[src/rtl/lzwe_pkg.sv]
`default_nettype none

package lzwe_pkg;

  localparam int unsigned HASH_BITS     = 13;
  localparam int unsigned HASH_SLOTS    = 1 << HASH_BITS;
  localparam int unsigned MAX_CODE_BITS = 12;
  localparam int unsigned CODE_W        = 12;
  localparam int unsigned NEXT_W        = 13;
  localparam int unsigned WIDTH_W       = 4;
  localparam int unsigned TAG_W         = 8;
  localparam int unsigned FIFO_DEPTH    = 4;
  localparam int unsigned FIFO_CNT_W    = $clog2(FIFO_DEPTH + 1);

  localparam logic [CODE_W-1:0]  CODE_CLEAR = CODE_W'(256);
  localparam logic [CODE_W-1:0]  CODE_END   = CODE_W'(257);
  localparam logic [NEXT_W-1:0]  CODE_FIRST = NEXT_W'(258);
  localparam logic [WIDTH_W-1:0] WIDTH_MIN  = WIDTH_W'(9);
  localparam logic [WIDTH_W-1:0] WIDTH_MAX  = WIDTH_W'(MAX_CODE_BITS);
  localparam logic [TAG_W-1:0]   TAG_FIRST  = TAG_W'(1);
  localparam logic [TAG_W-1:0]   TAG_LAST   = '1;
  // no pending-queue push may start unless this many slots are occupied or fewer
  localparam logic [FIFO_CNT_W-1:0] FIFO_ACCEPT_MAX = FIFO_CNT_W'(FIFO_DEPTH - 2);

  typedef struct packed {
    logic       kind;
    logic [7:0] data_byte;
  } in_item_t;

  typedef struct packed {
    logic [7:0] out_byte;
    logic       last;
  } out_item_t;

  // one code to pack; flush pads the tail and marks the final item
  typedef struct packed {
    logic [CODE_W-1:0]  code;
    logic [WIDTH_W-1:0] width;
    logic               flush;
  } cmd_t;

  typedef struct packed {
    logic [TAG_W-1:0]  tag;
    logic [CODE_W-1:0] code;
    logic [CODE_W-1:0] prefix;
    logic [7:0]        sym;
  } entry_t;

  localparam int unsigned ENTRY_W = $bits(entry_t);
  localparam int unsigned CMD_W   = $bits(cmd_t);

  typedef enum logic [2:0] {
    F_SWEEP,
    F_IDLE,
    F_LOOK,
    F_CLEAR,
    F_FIN_END
  } front_state_e;

  function automatic logic [HASH_BITS-1:0] hash_slot(logic [CODE_W-1:0] prefix,
                                                     logic [7:0] sym);
    logic [CODE_W+7:0] key;
    key = {prefix, sym};
    return HASH_BITS'(key) ^ HASH_BITS'(key >> HASH_BITS);
  endfunction

endpackage

`default_nettype wire

[src/rtl/lzwe_cmd_fifo.sv]
`default_nettype none

module lzwe_cmd_fifo (
  input  wire logic                              clk_i,
  input  wire logic                              rst_ni,
  input  wire logic                              push_i,
  input  wire lzwe_pkg::cmd_t                    wdata_i,
  input  wire logic                              pop_i,
  output      lzwe_pkg::cmd_t                    rdata_o,
  output      logic                              valid_o,
  output      logic [lzwe_pkg::FIFO_CNT_W-1:0]   count_o
);

  localparam int unsigned PTR_W = $clog2(lzwe_pkg::FIFO_DEPTH);

  lzwe_pkg::cmd_t mem_q [lzwe_pkg::FIFO_DEPTH];
  logic [PTR_W-1:0] wptr_q, wptr_d, rptr_q, rptr_d;
  logic [lzwe_pkg::FIFO_CNT_W-1:0] cnt_q, cnt_d;
  logic do_pop;

  assign do_pop  = pop_i && (cnt_q != '0);
  assign valid_o = (cnt_q != '0);
  assign count_o = cnt_q;
  assign rdata_o = mem_q[rptr_q];

  always_comb begin
    wptr_d = push_i ? wptr_q + PTR_W'(1) : wptr_q;
    rptr_d = do_pop ? rptr_q + PTR_W'(1) : rptr_q;
    cnt_d  = cnt_q + lzwe_pkg::FIFO_CNT_W'(push_i) - lzwe_pkg::FIFO_CNT_W'(do_pop);
  end

  always_ff @(posedge clk_i) begin
    if (push_i) begin
      mem_q[wptr_q] <= wdata_i;
    end
  end

  always_ff @(posedge clk_i or negedge rst_ni) begin
    if (!rst_ni) begin
      wptr_q <= '0;
      rptr_q <= '0;
      cnt_q  <= '0;
    end else begin
      wptr_q <= wptr_d;
      rptr_q <= rptr_d;
      cnt_q  <= cnt_d;
    end
  end

endmodule

`default_nettype wire

[config.mk]
export PLATFORM = sky130hd
export DESIGN_NAME = lzwe_cmd_fifo
export DESIGN_NICKNAME = d
export VERILOG_FILES = /design/src/rtl/lzwe_pkg.sv /design/src/rtl/lzwe_cmd_fifo.sv
export SDC_FILE = /design/constraint.sdc
export NUM_CORES = 1
export LEC_CHECK = 0
export BUFFER_PORTS_ARGS = -buffer_cell sky130_fd_sc_hd__buf_2
export CAP_MARGIN = 20
export CORE_ASPECT_RATIO = 0.5
export CORE_UTILIZATION = 30
export DETAILED_ROUTE_END_ITERATION = 12
export GPL_ROUTABILITY_DRIVEN = 0
export GPL_TIMING_DRIVEN = 0
export REMOVE_ABC_BUFFERS = 1
export SLEW_MARGIN = 5
export SYNTH_ARGS = -nofsm -noshare
export SYNTH_HDL_FRONTEND = slang
export SYNTH_SLANG_ARGS = --single-unit
[constraint.sdc]
create_clock -name clk_i -period 3 [get_ports clk_i]
set_clock_uncertainty 0.2 [all_clocks]
set_input_delay 0.15 -clock clk_i [delete_from_list [all_inputs] [get_ports clk_i]]
set_output_delay 0.15 -clock clk_i [all_outputs]
set_load 0.05 [all_outputs]
==> metrics.yaml <==
placed_cells: 291
synth-main-ff-cell: "edfxtp_1"
post-route-period-util: 0.813
cts-root-buf: "clkbuf_16"
required_ps: 2650
holdWs_ps: 351
drive_above_1_share: 0.328
die_w_um: 141
syn_avg_cell_area_um2: 23.5
final_hold_viol_count: 0
cts_buffers: 9
tritoncts: "done"
worstSkewPairLatency_ps: 320
multi_input_area_um2: 613
n_antenna_cell: 0
fin_crit_ps: 2440
wirelength_um: 4730
utilization: 0.419
synthXorXnorAreaFrac: 0.0151
combPwrFrac: 0.345
seqCellArea_um2: 2220
area_growth_pct: 30.9
die_h_um: 71.5
grt_max_degree: 19
grt_pass1_vias: 1474
initial_utilization: 0.320
ir_worst_vdd_mv: 0.526
synthAdderAreaFrac: 0.0329
synth_seq_cells: 75
vias: 1383
worstMarginPinSlew_ps: 955
grt-ovfl-total: 0
dieArea_um2: 10100
numClockSinks: 75
slew_headroom: 0.363
synth_most_common_cell: "edfxtp_1"
end_kind: "output port"
yosys.area.top_type: "edfxtp_1"
synth_edf_count: 68
grt_pass1_wl_um: 7490
dpl.hpwl_um: 2860
nFillCells: 795
critPathLaunchType: "flop"
power_frac_seq: 0.369
reg2reg_depth: 7
port_buffers: 41
powerDensity_nw_per_um2: 1110
ys_top_cells_by_count: "68 x edfxtp_1, 9 x mux4_1, 8 x mux4_2"
drv_slew: 0
clk_pin_slew_ps: 50
yosysSeqAreaShare: 0.766
core-area_um2: 9040
reg2reg_from: "count_o[1]"
drt_iter0_drc: 41
p_clk_frac: 0.286
synthArstFlopShare: 0.0933
setup.worst_path.start: "rptr_q[0]"
arrival_ps: 2090
intPower_mw: 2.67
setup_tns_ps: 0
synthCells: 123
drt-vias-per-instance: 4.22
grt_usage: 0.103
setup_viol: 0
cts_max_level: 3
route.detailed.drc: 0
final_nets: 221
crit_fanout: 10
maxCapViolations: 0
rrSetupSlack_ps: 760
status: "finished, final reports clean"
grt_antenna_before_repair: 0
num_io_pins: 42
synthSimpleGateAreaFrac: 0.0121
wl_per_cell_um: 14.4
rows: 24
ant_nets: 0
yosysWarnings: 0
hold_class: "reg -> reg"
synth_cell_types: 18
synth_top_area_frac: 0.706
r2r_end: "count_o[2]"
synthTopCellsByArea: "edfxtp_1 71%, mux4_1 8.2%, mux4_2 6.2%"
switchingPower_mw: 1.52
drtPass1Iterations: 4
synth_area_um2: 2890
synth.area.mux_share: 0.144
max_freq_mhz: 410
synth_compound_area_frac: 0.00778
critical_path_class: "reg -> out"
fin_cells: 328
synth_top_family_by_area: "multiplexers"
cts_buffer_depth: 2
rsz0062_at_grt: "false"
p_sw_frac: 0.363
power_leakage_nw: 1.39
worstSetupEndpoint: "rdata_o[6]"
finalPower_mw: 4.20
routing by layer:
layer / vias up / global-route usage / part of all wire
met3: 2 / 0.0334 / 0.044
li1: 652 / - / -
met1: 699 / 0.121 / 0.42
met5: - / 0 / 0
met2: 30 / 0.181 / 0.53
met4: 0 / 0.0362 / 0.0072
how the worst min path moves through the flow:
| stage | start | to | slack, ps | depth (start not counted) |
|---|---|---|---|---|
| after CTS | wptr_q[0] | wptr_q[0] | 360 | 1 |
| after detailed placement | rst_ni | count_o[0] | -200 | 1 |
| after global routing | wdata_i[11] | mem_q[0][11] | 380 | 2 |
| after floorplan | rst_ni | count_o[0] | -350 | 0 |
| after global placement | rst_ni | count_o[0] | -210 | 1 |
| final | wptr_q[0] | wptr_q[0] | 350 | 1 |
cells by family (layout without fill, tap and decap cells):
kind of cell             Yosys count  after routing
AND/OR/NAND/NOR                    6              6
flip-flops                        75             75
AO/OA/AOI/OAI                      3              3
XOR/XNOR                           5              5
multiplexers                      17             17
adder cells (fa/ha/maj)            7              7
buffers and inverters             10             85
timing repair:
action / in CTS / in global routing
buffers inserted: 0 / 0
setup endpoints to repair: 0 / 0
hold endpoints to repair: 80 / 0
gates resized for setup: 0 / 0
hold buffers: 21 / 0
sequential cells by signal (all words and copies together) (netlist names):
register  flops
mem_q        68
count_o       3
rptr_q        2
wptr_q        2
area by class of cell:
class,instances,share of cell area
multi-input combinational,38,0.162
clock buffer,10,0.0605
tap,130,0.0429
timing repair buffer,63,0.114
sequential,75,0.585
clock inverter,6,0.0297
inverter,6,0.00595
worst max-delay path: stages, from the launching register on:
cell,delay [ps]
dfrtp_1,730
buf_8,240
mux4_1,560
buf_2,230
power by group through the flow:
stage | Combinational (mW) | Sequential [mW] | Clock (mW)
after floorplan | 1.04 | 1.61 | 0
after global placement | 1.37 | 1.60 | 0
after detailed placement | 1.45 | 1.57 | 0
after CTS | 1.48 | 1.55 | 1.23
after global routing | 1.53 | 1.58 | 1.26
final | 1.45 | 1.55 | 1.20
through the flow:
step / area, um^2 / setup WS, ps
6_report: 3790 / 561
5_1_grt: 3790 / 460
4_1_cts: 3790 / 500
3_5_place_dp: 3240 / 792
3_3_place_gp: 3220 / 594
2_1_floorplan: 2850 / 600
cells in the final DEF (no fill, tap or decap):
| cell | Yosys | layout |
|---|---|---|
| clkinv_4 | 0 | 1 |
| nand2_1 | 1 | 1 |
| o31a_1 | 1 | 1 |
| mux4_2 | 8 | 8 |
| o311ai_0 | 1 | 1 |
| edfxtp_1 | 68 | 68 |
| dlygate4sd3_1 | 0 | 21 |
| mux4_1 | 9 | 9 |
| xor2_1 | 2 | 2 |
| bufinv_16 | 0 | 3 |
| clkbuf_1 | 0 | 1 |
| clkbuf_16 | 0 | 9 |
| and2_1 | 4 | 4 |
| dfrtp_1 | 7 | 7 |
| o21ai_0 | 1 | 1 |
| inv_1 | 6 | 6 |
| ha_1 | 6 | 6 |
| buf_2 | 2 | 41 |
| clkinv_2 | 0 | 1 |
| buf_8 | 0 | 1 |
| fa_1 | 1 | 1 |
| xnor2_1 | 3 | 3 |
| inv_6 | 0 | 1 |
| or3_1 | 1 | 1 |
Power figures use the tool's default switching activity.
