--- config.mk ---
export PLATFORM = sky130hd
export DESIGN_NAME = lzwe_back
export DESIGN_NICKNAME = d
export VERILOG_FILES = /design/src/rtl/lzwe_pkg.sv /design/src/rtl/lzwe_back.sv
export SDC_FILE = /design/constraint.sdc
export NUM_CORES = 1
export LEC_CHECK = 0
export BUFFER_PORTS_ARGS = -buffer_cell sky130_fd_sc_hd__buf_4
export CAP_MARGIN = 25
export CORE_ASPECT_RATIO = 1.2
export CORE_MARGIN = 4
export CORE_UTILIZATION = 35
export CTS_CLUSTER_SIZE = 14
export DETAILED_ROUTE_END_ITERATION = 7
export HOLD_SLACK_MARGIN = 0.02
export MAX_ROUTING_LAYER = met4
export RECOVER_POWER = 25
export SYNTH_ARGS = -nofsm -noshare
export SYNTH_HDL_FRONTEND = slang
export SYNTH_SLANG_ARGS = --single-unit
--- constraint.sdc ---
create_clock -name clk_i -period 3.3 [get_ports clk_i]
set_input_delay 0 -clock clk_i [delete_from_list [all_inputs] [get_ports clk_i]]
set_output_delay 0 -clock clk_i [all_outputs]
set_load 0.01 [all_outputs]
--- src/rtl/lzwe_pkg.sv ---
`default_nettype none

package lzwe_pkg;

  localparam int unsigned HASH_BITS     = 13;
  localparam int unsigned HASH_SLOTS    = 1 << HASH_BITS;
  localparam int unsigned MAX_CODE_BITS = 12;
  localparam int unsigned CODE_W        = 12;
  localparam int unsigned NEXT_W        = 13;
  localparam int unsigned WIDTH_W       = 4;
  localparam int unsigned TAG_W         = 8;
  localparam int unsigned FIFO_DEPTH    = 4;
  localparam int unsigned FIFO_CNT_W    = $clog2(FIFO_DEPTH + 1);

  localparam logic [CODE_W-1:0]  CODE_CLEAR = CODE_W'(256);
  localparam logic [CODE_W-1:0]  CODE_END   = CODE_W'(257);
  localparam logic [NEXT_W-1:0]  CODE_FIRST = NEXT_W'(258);
  localparam logic [WIDTH_W-1:0] WIDTH_MIN  = WIDTH_W'(9);
  localparam logic [WIDTH_W-1:0] WIDTH_MAX  = WIDTH_W'(MAX_CODE_BITS);
  localparam logic [TAG_W-1:0]   TAG_FIRST  = TAG_W'(1);
  localparam logic [TAG_W-1:0]   TAG_LAST   = '1;
  // no pending-queue push may start unless this many slots are occupied or fewer
  localparam logic [FIFO_CNT_W-1:0] FIFO_ACCEPT_MAX = FIFO_CNT_W'(FIFO_DEPTH - 2);

  typedef struct packed {
    logic       kind;
    logic [7:0] data_byte;
  } in_item_t;

  typedef struct packed {
    logic [7:0] out_byte;
    logic       last;
  } out_item_t;

  // one code to pack; flush pads the tail and marks the final item
  typedef struct packed {
    logic [CODE_W-1:0]  code;
    logic [WIDTH_W-1:0] width;
    logic               flush;
  } cmd_t;

  typedef struct packed {
    logic [TAG_W-1:0]  tag;
    logic [CODE_W-1:0] code;
    logic [CODE_W-1:0] prefix;
    logic [7:0]        sym;
  } entry_t;

  localparam int unsigned ENTRY_W = $bits(entry_t);
  localparam int unsigned CMD_W   = $bits(cmd_t);

  typedef enum logic [2:0] {
    F_SWEEP,
    F_IDLE,
    F_LOOK,
    F_CLEAR,
    F_FIN_END
  } front_state_e;

  function automatic logic [HASH_BITS-1:0] hash_slot(logic [CODE_W-1:0] prefix,
                                                     logic [7:0] sym);
    logic [CODE_W+7:0] key;
    key = {prefix, sym};
    return HASH_BITS'(key) ^ HASH_BITS'(key >> HASH_BITS);
  endfunction

endpackage

`default_nettype wire

--- src/rtl/lzwe_back.sv ---
`default_nettype none

module lzwe_back (
  input  wire logic                clk_i,
  input  wire logic                rst_ni,
  input  wire lzwe_pkg::cmd_t      cmd_i,
  input  wire logic                cmd_valid_i,
  output      logic                cmd_pop_o,
  output      lzwe_pkg::out_item_t out_o,
  output      logic                empty,
  input  wire logic                pop
);

  logic [23:0] buf_q, buf_d;
  logic [4:0]  cnt_q, cnt_d;
  logic        busy_q, busy_d;
  logic        flush_q, flush_d;
  logic        outv_q, outv_d;
  lzwe_pkg::out_item_t out_q, out_d;
  logic        slot_free;
  logic [15:0] mask;

  assign slot_free = !outv_q || pop;
  assign cmd_pop_o = !busy_q && cmd_valid_i;
  assign empty     = !outv_q;
  assign out_o     = out_q;
  assign mask      = (16'd1 << cmd_i.width) - 16'd1;

  always_comb begin
    buf_d   = buf_q;
    cnt_d   = cnt_q;
    busy_d  = busy_q;
    flush_d = flush_q;
    out_d   = out_q;
    outv_d  = outv_q && !pop;
    if (cmd_pop_o) begin
      buf_d   = (buf_q << cmd_i.width) | 24'(16'(cmd_i.code) & mask);
      cnt_d   = cnt_q + 5'(cmd_i.width);
      busy_d  = 1'b1;
      flush_d = cmd_i.flush;
    end else if (busy_q && slot_free) begin
      if (cnt_q >= 5'd8) begin
        out_d.out_byte = 8'(buf_q >> (cnt_q - 5'd8));
        out_d.last     = flush_q && (cnt_q == 5'd8);
        outv_d         = 1'b1;
        cnt_d          = cnt_q - 5'd8;
      end else if (flush_q && cnt_q != 5'd0) begin
        // zero-padded tail
        out_d.out_byte = 8'(buf_q << (5'd8 - cnt_q));
        out_d.last     = 1'b1;
        outv_d         = 1'b1;
        cnt_d          = 5'd0;
        buf_d          = '0;
      end else begin
        busy_d = 1'b0;
        if (flush_q) begin
          buf_d = '0;
        end
      end
    end
  end

  always_ff @(posedge clk_i) begin
    out_q <= out_d;
  end

  always_ff @(posedge clk_i or negedge rst_ni) begin
    if (!rst_ni) begin
      buf_q   <= '0;
      cnt_q   <= '0;
      busy_q  <= 1'b0;
      flush_q <= 1'b0;
      outv_q  <= 1'b0;
    end else begin
      buf_q   <= buf_d;
      cnt_q   <= cnt_d;
      busy_q  <= busy_d;
      flush_q <= flush_d;
      outv_q  <= outv_d;
    end
  end

endmodule

`default_nettype wire

==> impl_metrics.py <==
metrics = {
    "pwr": {
        "sw_frac_of_total": 0.487,
        "p_leak_nw": 1.96,
        "pwr-share-comb": 0.617,
        "p_int_mw": 2.45,
        "share_seq_of_total_power": 0.264,
        "power_switching_mw": 2.33,
        "ir_drop_v": 0.000341,
        "clkPwrFrac": 0.119,
        "p_per_area_nw_per_um2": 992,
    },
    "timing": {
        "finalCriticalPeriod_ns": 2.52,
        "hold_viol_final": 0,
        "finalSetupTns_ns": 0,
        "maxSlewViolCount": 33,
        "setup_viol": 0,
        "fin_skew_ns": 0.00745,
        "fmax_ghz": 0.397,
        "min_period_over_period": 0.763,
        "rsz0062_at_grt": "no",
        "slew_headroom": -0.241,
        "worst_pin_slew_ns": 1.86,
    },
    "grt": {
        "grt_pass1_vias": 3923,
        "gr-total-overflow": 0,
        "gr-usage-all-layers": 0.200,
        "grt_first_pass_wirelength_um": 21500,
        "grt_max_degree": 42,
        "antenna_found_initial": 0,
    },
    "finish": {
        "nets": 525,
        "antenna_cells": 0,
        "drive_gt1_frac": 0.163,
        "final_core_util": 0.399,
        "area_growth_pct": 12.3,
        "finalInstanceArea_um2": 4810,
    },
    "routing": {
        "routed_via_density": 6.08,
        "vias": 4000,
        "drt_iter0_drc": 228,
        "drt-wirelength-per-cell_um": 20.4,
        "drt_pre_antenna_iters": 4,
        "wl_um": 13400,
        "ant_nets": 0,
        "drc": 0,
    },
    "clocking": {
        "cts_resized": 0,
        "cts_root_buf": "clkbuf_16",
        "clk_pin_slew_ns": 0.06,
        "cts_buffer_depth": 2,
        "clock_sinks": 41,
        "cts_buffers": 5,
        "hold_buffers": 10,
        "postCtsSetupRepairBufs": 0,
        "clock_latency_ns": 0.29,
        "htreeDepth": 2,
        "cts_tree": "yes",
    },
    "yosys": {
        "synth_seq_area_share": 0.250,
        "avgSynthCellArea_um2": 8.89,
        "synth.distinct_cells": 61,
        "async_flop_share": 0.780,
        "synth_edf_count": 9,
        "synth_warnings": 0,
        "synth_top_flop_cell": "dfrtp_1",
        "syn_area_um2": 4280,
        "ys_ff_latch": 41,
        "postSynthCellCount": 482,
        "synthesis.nets": 511,
    },
    "setup_path": {
        "worstSetupEndpointType": "flip-flop",
        "path_cells": "buf_4 -> mux2_1 -> mux4_2 -> nand3_1 -> and3_1 -> o22ai_1",
        "r2r-end": "out_o[1]",
        "cp_slowest_cell": "dfrtp_2",
        "worstSetupPathType": "flip-flop to flip-flop",
        "crit_buf_inv": 1,
        "worstPathArrival_ns": 2.55,
        "critical-path-top-delay-family": "multiplexers",
        "ff2ff_path_depth": 6,
        "required_ns": 3.33,
        "regToRegSetupSlack_ns": 0.78,
        "start_kind": "flip-flop",
        "r2r-start": "cnt_q[0]",
        "cp_max_fo": 24,
        "max_stage_delay_ns": 0.68,
    },
    "die": {
        "io-pin-count": 32,
        "die_h_um": 129,
        "dieWidth_um": 109,
        "start_util": 0.355,
        "rows": 44,
        "dieArea_um2": 14100,
        "core_area_um2": 12100,
    },
    "worst_hold_path": {
        "whs_path_depth": 3,
        "worstHoldEndpoint": "buf_q[8]",
        "hold_class": "input pin to flip-flop",
        "hp-start": "cmd_i[13]",
    },
    "outcome": {
        "status": "complete, but fails checks",
        "violations": "capacitance limit, slew limit",
    },
    "place": {
        "place_area_um2": 4550,
        "gp_congestion": 0.930,
        "place_hpwl_um": 9610,
        "port_buffers": 31,
    },
    "job": {
        "max_cap_viol_count": 1,
    },
}
how the worst max path moves through the flow:
stage / startpoint / end / slack (ns) / cells past startpoint
2_1_floorplan: cnt_q[0] / buf_q[12] / 0.86 / 11
3_3_place_gp: cnt_q[0] / out_o[4] / 0.76 / 6
3_5_place_dp: cnt_q[0] / out_o[4] / 0.77 / 6
4_1_cts: cnt_q[0] / out_o[4] / 0.76 / 6
5_1_grt: cnt_q[0] / out_o[6] / 0.62 / 7
6_report: cnt_q[0] / out_o[1] / 0.78 / 6
cell usage after synthesis (13+ instances only):
master     n  share of area
nand2_1   51          0.045
mux2i_1   50           0.12
nor2_1    35          0.031
dfrtp_1   32           0.19
a21oi_1   24          0.028
mux4_2    17          0.089
buf_2     16          0.019
o21ai_0   15          0.018
clkbuf_1  13          0.011
o221ai_1  13          0.027
o22ai_1   13          0.019
state kept, by name (all words and copies together), names as in the netlist:
register	count
buf_q	24
out_o	9
cnt_q	5
busy_q	1
flush_q	1
outv_q	1
cell type report:
class                      count  area [um2]
multi-input combinational    383        2910
timing repair buffer          51         404
fill                        1193        7250
inverter                      14        52.6
clock buffer                   6         129
tap                          161         201
clock inverter                 2        38.8
sequential                    41        1070
kinds of logic (layout without fill, tap and decap cells):
kind of cell	count (synthesis)	in the layout	synth area share
muxes	87	87	0.261
buffers and inverters	58	73	0.0701
DFF	41	41	0.250
AOI/OAI and AO/OA	133	133	0.217
xor gates and xnor gates	6	6	0.0123
and+or+nand+nor	149	149	0.165
adders and majority gates	8	8	0.0251
worst min-delay path, stage by stage:
cell and delay [ns]:
buf_4 0.08, a32oi_1 0.05, a31oi_1 0.15
metal layers:
metal,global-route usage,vias to the layer above,wire length [um]
met5,-,-,0
met4,0.0736,0,367
met3,0.0284,35,598
met2,0.338,142,6970
met1,0.243,1963,5500
li1,-,1860,-
power groups by stage:
stage	combinational, mW	clock (mW)	sequential, mW
floorplan	2.30	0	1.02
global placement	2.90	0	1.25
detailed placement	2.90	0	1.26
CTS	2.92	0.574	1.25
global route	3.21	0.590	1.30
finish	2.95	0.570	1.26
per-stage QoR:
stage / hold WS, ns / cells / worst slack, ns / power (mW)
3_5_place_dp: -0.0210 / 640 / 0.773 / 4.15
3_3_place_gp: -0.0256 / 640 / 0.760 / 4.15
2_1_floorplan: -0.296 / 482 / 0.855 / 3.32
4_1_cts: 0.0287 / 658 / 0.765 / 4.75
6_report: 0.0313 / 658 / 0.783 / 4.77
5_1_grt: 0.0602 / 658 / 0.615 / 5.09
cell usage in the layout, fill, tap and decap left out, types with 4 or more instances in the layout:
cell and instances:
a211oi_1 7, a21o_1 5, a21oi_1 24, a221o_1 4, a22o_1 7, a31oi_1 10
buf_4 40, clkbuf_16 5, dfrtp_1 31, dlygate4sd3_1 10, edfxtp_1 9, ha_1 7
inv_1 12, mux2_1 10, mux2_2 8, mux2i_1 50, mux4_2 17, nand2_1 51
nand2b_1 12, nand3_1 12, nand3b_1 5, nor2_1 35, nor2b_1 11, nor3_1 10
o2111ai_1 4, o21ai_0 15, o21ai_1 6, o221ai_1 13, o22ai_1 13
No activity file was read; power rests on OpenSTA's default activity.
